**config.mk**
```make
export PLATFORM = sky130hd
export DESIGN_NAME = drwps_ofifo
export DESIGN_NICKNAME = d
export VERILOG_FILES = /design/src/design/drwps_pkg.sv /design/src/design/drwps_ofifo.sv
export SDC_FILE = /design/constraint.sdc
export NUM_CORES = 2
export LEC_CHECK = 0
export BUFFER_PORTS_ARGS = -buffer_cell sky130_fd_sc_hd__buf_2
export CELL_PAD_IN_SITES_DETAIL_PLACEMENT = 1
export CELL_PAD_IN_SITES_GLOBAL_PLACEMENT = 1
export CORE_MARGIN = 1
export CORE_UTILIZATION = 35
export DETAILED_ROUTE_END_ITERATION = 8
export PLACE_DENSITY_LB_ADDON = 0.1
export SYNTH_ARGS = -nofsm -noshare
export SYNTH_HDL_FRONTEND = slang
export SYNTH_SLANG_ARGS = --single-unit
export TNS_END_PERCENT = 5
```
**constraint.sdc**
```tcl
create_clock -name aclk -period 16.7 [get_ports aclk]
set_clock_uncertainty 0.2 [all_clocks]
set_input_delay 3.34 -clock aclk [delete_from_list [all_inputs] [get_ports aclk]]
set_output_delay 3.34 -clock aclk [all_outputs]
set_load 0.005 [all_outputs]
```
**src/design/drwps_pkg.sv**
```systemverilog
// Shared types and constants for the dyadic rank-weighted prefix sum block.
// Field widths, node-entry tag size and result queue sizing.
// No dependencies.
package drwps_pkg;

    localparam int RANK_W      = 11;
    localparam int WEIGHT_W    = 32;
    localparam int SUM_W       = 48;
    localparam int IN_TDATA_W  = 48;
    localparam int OUT_TDATA_W = 48;

    // Set tag stored with every node; a node whose tag differs from the
    // item's tag reads as zero.
    localparam int                EPOCH_W   = 8;
    localparam logic [EPOCH_W-1:0] EPOCH_MAX = {EPOCH_W{1'b1}};

    // Result queue: depth bounds the items launched into the tree but not yet delivered.
    localparam int OFIFO_AW    = 5;
    localparam int OFIFO_DEPTH = 1 << OFIFO_AW;
    localparam int OCNT_W      = OFIFO_AW + 1;

    // Item payload handed from one level cell to the next.
    typedef struct packed {
        logic [EPOCH_W-1:0]  epoch;
        logic [WEIGHT_W-1:0] weight;
        logic [SUM_W-1:0]    acc;
    } item_t;

    // Stored tree node.
    typedef struct packed {
        logic [EPOCH_W-1:0] tag;
        logic [SUM_W-1:0]   sum;
    } node_t;

endpackage

```
**src/design/drwps_ofifo.sv**
```systemverilog
// Result queue with a registered head: takes finished sums from the last
// level and presents them on the output channel.
// Depends on drwps_pkg.
module drwps_ofifo (
    input  logic                        aclk,
    input  logic                        aresetn,
    input  logic                        push_valid,
    input  logic [drwps_pkg::SUM_W-1:0] push_data,
    output logic                        out_valid,
    input  logic                        out_ready,
    output logic [drwps_pkg::SUM_W-1:0] out_data
);
    import drwps_pkg::*;

    logic [SUM_W-1:0]    fifo_mem [OFIFO_DEPTH];
    logic [OFIFO_AW-1:0] wr_ptr_reg;
    logic [OFIFO_AW-1:0] rd_ptr_reg;
    logic [OCNT_W-1:0]   cnt_reg;
    logic                out_valid_reg;
    logic [SUM_W-1:0]    out_data_reg;
    logic                load;

    // Refill the head whenever it is empty or being taken.
    assign load = (cnt_reg != '0) && (!out_valid_reg || out_ready);

    always_ff @(posedge aclk) begin
        if (push_valid) begin
            fifo_mem[wr_ptr_reg] <= push_data;
        end
        if (load) begin
            out_data_reg <= fifo_mem[rd_ptr_reg];
        end
    end

    always_ff @(posedge aclk) begin
        if (!aresetn) begin
            wr_ptr_reg    <= '0;
            rd_ptr_reg    <= '0;
            cnt_reg       <= '0;
            out_valid_reg <= 1'b0;
        end else begin
            if (push_valid) begin
                wr_ptr_reg <= wr_ptr_reg + OFIFO_AW'(1);
            end
            if (load) begin
                rd_ptr_reg <= rd_ptr_reg + OFIFO_AW'(1);
            end
            cnt_reg <= cnt_reg + OCNT_W'(push_valid) - OCNT_W'(load);
            if (load) begin
                out_valid_reg <= 1'b1;
            end else if (out_ready) begin
                out_valid_reg <= 1'b0;
            end
        end
    end

    assign out_valid = out_valid_reg;
    assign out_data  = out_data_reg;

endmodule

```
==> results.sh <==
export IMPL_status="finished clean"
export IMPL_synth_mux_area_share_pct=14.0
export IMPL_die_area_um2=174000
export IMPL_synth_edf_count=1584
export IMPL_io_buffers=100
export IMPL_grt_overflow=0
export IMPL_synth_fa_ha_area_share_pct=0.303
export IMPL_cts_max_level=4
export IMPL_power_leakage_nw=21.3
export IMPL_finalSetupViolCount=0
export IMPL_async_flop_share_pct=0
export IMPL_crit_chain="buf_12 > buf_4 > buf_4 > buf_4 > mux4_2 > a22oi_1 > a22oi_1"
export IMPL_rsz0062_at_grt="no"
export IMPL_hold_viol=0
export IMPL_firstDrtPassIters=5
export IMPL_antenna_left=0
export IMPL_routabilityCongestion=0.737
export IMPL_drt_initial_drc_count=2248
export IMPL_hold_class="reg -> reg"
export IMPL_clockPowerShare_pct=35.4
export IMPL_synth_simple_gate_area_share_pct=0.669
export IMPL_largest_reg_flops=1536
export IMPL_rows=152
export IMPL_path_class="reg -> reg"
export IMPL_tns_ns=0
export IMPL_fp_dieW_um=417
export IMPL_synthXorXnorAreaFrac_pct=0.145
export IMPL_routed_wl_um=164000
export IMPL_period_share_pct=32.5
export IMPL_cts_hold_buf=0
export IMPL_core_area_um2=171000
export IMPL_ys_flop_type="edfxtp_1"
export IMPL_areaGrowthSynthToFinish_pct=14.5
export IMPL_met1Wirelength_um=72200
export IMPL_syn_nets=2771
export IMPL_sw_frac_of_total_pct=27.0
export IMPL_whs_ns=0.392
export IMPL_cts_buffers=174
export IMPL_clock_fmax_mhz=184
export IMPL_power_density_nw_per_um2=148
export IMPL_internal_power_mw=7.49
export IMPL_cts_tree="yes"
export IMPL_crit_path_frequent_cell="buf_4"
export IMPL_drv_cap=0
export IMPL_dpl_cell_area_um2=63800
export IMPL_post_route_cell_area_um2=69100
export IMPL_dr_max_layer_used="met4"
export IMPL_wl_met3_um=6970
export IMPL_vias=28500
export IMPL_setup_ws_ns=11.27
export IMPL_place_ws_ns=10.39
export IMPL_layout_nets=2966
export IMPL_crit_fanout=96
export IMPL_cts_buffer_depth=3
export IMPL_post_cts_resized=0
export IMPL_synth_compound_area_share_pct=4.08
export IMPL_tightest_slew_ns=1.21
export IMPL_grt_pass1_vias=31100
export IMPL_cts_root_buf="clkbuf_16"
export IMPL_cts_sinks=1601
export IMPL_syn_area_um2=60400
export IMPL_wl_met2_um=80100
export IMPL_p_seq_share_pct=45.5
export IMPL_chipHeight_um=417
export IMPL_ir_worst_vdd_mv=0.109
export IMPL_wl_per_cell_um=30.6
export IMPL_antenna_found_initial=8
export IMPL_drive_gt1_share_pct=24.4
export IMPL_grt_pass1_wl_um=234000
export IMPL_insertion_delay_ns=0.80
export IMPL_relSlewSlack_pct=19.0
export IMPL_start_util_pct=35.2
export IMPL_switching_power_mw=2.76
export IMPL_cpMaxStageDelayCell="buf_4"
export IMPL_avgSynthCellArea_um2=22.3
export IMPL_clk_pin_slew_ns=0.06
export IMPL_ys_warn_count=0
export IMPL_synth_seq_cells=1601
export IMPL_grt_max_degree=103
export IMPL_reg2reg_slack_ns=11.27
export IMPL_fillCellCount=15900
export IMPL_required_ns=17.02
export IMPL_synth_seq_area_share_pct=79.4
export IMPL_synth_top_family_by_area="multiplexers"
export IMPL_power_frac_comb_pct=19.0
export IMPL_slew_viol_final=0
export IMPL_min_period_ns=5.43
export IMPL_route_detailed_drc=0
export IMPL_ios=101
export IMPL_cpPeakStageDelay_ns=0.84
export IMPL_crit_path_start_kind="flop"
export IMPL_hpwl_um=91500
export IMPL_yosysUniqueCellTypes=44
export IMPL_post_cts_buffers=0
export IMPL_critPathArrivalTime_ns=5.75
export IMPL_grtUsageTotal_pct=19.0
export IMPL_vias_per_cell=5.32
export IMPL_synth_cells=2705
export IMPL_cp_end_kind="flop"
-- worst max-delay path: cells and delay by family (launching register included) --
family	cells	cell delay (ns)
AO/OA/AOI/OAI	2	0.45
buffers and inverters	4	3.00
flip-flops	1	0.70
multiplexers	1	0.60
-- power by group through the flow --
stage	combinational, mW	clock (mW)	sequential [mW]
2_1_floorplan	1.40	0	4.68
3_3_place_gp	2.00	0	4.76
3_5_place_dp	2.01	0	4.76
4_1_cts	2.02	3.74	4.68
5_1_grt	2.11	3.87	4.68
6_report	1.95	3.63	4.67
-- cells in the final DEF (no fill, tap or decap), types with 4 or more instances in the layout --
cell,count
mux4_2,289
buf_4,72
a22oi_1,141
clkinv_1,35
nand2_1,9
nand3_1,4
nor2_4,21
mux2i_1,192
ha_1,13
inv_16,4
edfxtp_1,1584
clkinv_2,34
clkbuf_1,56
a21oi_1,97
dfxtp_4,4
inv_6,4
inv_1,13
nor3_2,13
xnor2_1,7
dfxtp_1,13
clkbuf_16,179
buf_2,100
nor2_1,14
o221ai_1,94
bufinv_16,6
-- stage by stage --
| stage | total power [mW] | utilization (%) | cells |
|---|---|---|---|
| 2_1_floorplan | 6.08 | - | 2705 |
| 3_3_place_gp | 6.75 | 37.2 | 5034 |
| 3_5_place_dp | 6.77 | 37.2 | 5034 |
| 4_1_cts | 10.4 | 40.3 | 5356 |
| 5_1_grt | 10.7 | 40.3 | 5357 |
| 6_report | 10.2 | 40.3 | 5358 |
-- cells in the mapped netlist, types with 2 or more instances --
| cell type | instances | area share, % |
|---|---|---|
| edfxtp_1 | 1584 | 79 |
| mux4_2 | 289 | 11 |
| mux2i_1 | 192 | 3.2 |
| a22oi_1 | 141 | 1.8 |
| a21oi_1 | 97 | 0.80 |
| o221ai_1 | 94 | 1.4 |
| clkbuf_1 | 66 | 0.41 |
| buf_2 | 39 | 0.32 |
| nor2_1 | 35 | 0.22 |
| buf_4 | 23 | 0.29 |
| dfxtp_1 | 17 | 0.56 |
| buf_6 | 15 | 0.28 |
| inv_1 | 14 | 0.087 |
| nor3_1 | 14 | 0.12 |
| buf_1 | 13 | 0.081 |
| ha_1 | 13 | 0.27 |
| nand2_1 | 9 | 0.056 |
| xnor2_1 | 7 | 0.10 |
| nand3_1 | 5 | 0.041 |
| nor2b_1 | 5 | 0.052 |
| nand2b_1 | 3 | 0.031 |
| nand4_1 | 3 | 0.031 |
| xor2_1 | 3 | 0.044 |
| nor4_1 | 2 | 0.021 |
| o21ai_0 | 2 | 0.017 |
| or2_2 | 2 | 0.021 |
-- final cells by class --
class / count / area (um^2) / area share (%)
antenna: 2 / 5.00 / 0.00724
sequential: 1601 / 47900 / 69.3
inverter: 15 / 57.6 / 0.0832
multi-input combinational: 933 / 11800 / 17.1
tap: 2310 / 2890 / 4.18
timing repair buffer: 175 / 1100 / 1.59
clock buffer: 235 / 4690 / 6.78
clock inverter: 87 / 653 / 0.945
-- kinds of logic (layout without fill, tap and decap cells) --
kind of cell / count (synthesis) / in the layout
DFF: 1601 / 1601
muxes: 481 / 481
AOI/OAI and AO/OA: 344 / 344
buffers and inverters: 171 / 512
and+or+nand+nor: 84 / 84
adders and majority gates: 14 / 14
xor gates and xnor gates: 10 / 10
other: 0 / 2
-- path summary, 6_finish.rpt --
| path | start | end | cells after the start |
|---|---|---|---|
| worst max-delay path | rd_ptr_reg[0]$_SDFFE_PN0P_ | out_data[13]$_DFFE_PP_ | 7 |
| worst max register to register | rd_ptr_reg[0]$_SDFFE_PN0P_ | out_data[13]$_DFFE_PP_ | 7 |
| worst min-delay path | wr_ptr_reg[1]$_SDFFE_PN0P_ | wr_ptr_reg[1]$_SDFFE_PN0P_ | 2 |
| worst min register to register | wr_ptr_reg[1]$_SDFFE_PN0P_ | wr_ptr_reg[1]$_SDFFE_PN0P_ | 2 |
-- layer usage --
metal  global-route usage [%]  vias to the layer above
li1                         -                    12000
met1                     25.9                    15700
met2                     31.1                      633
met3                     3.19                      236
met4                     6.01                        0
met5                        0                        -
No activity file was read; power rests on OpenSTA's default activity.
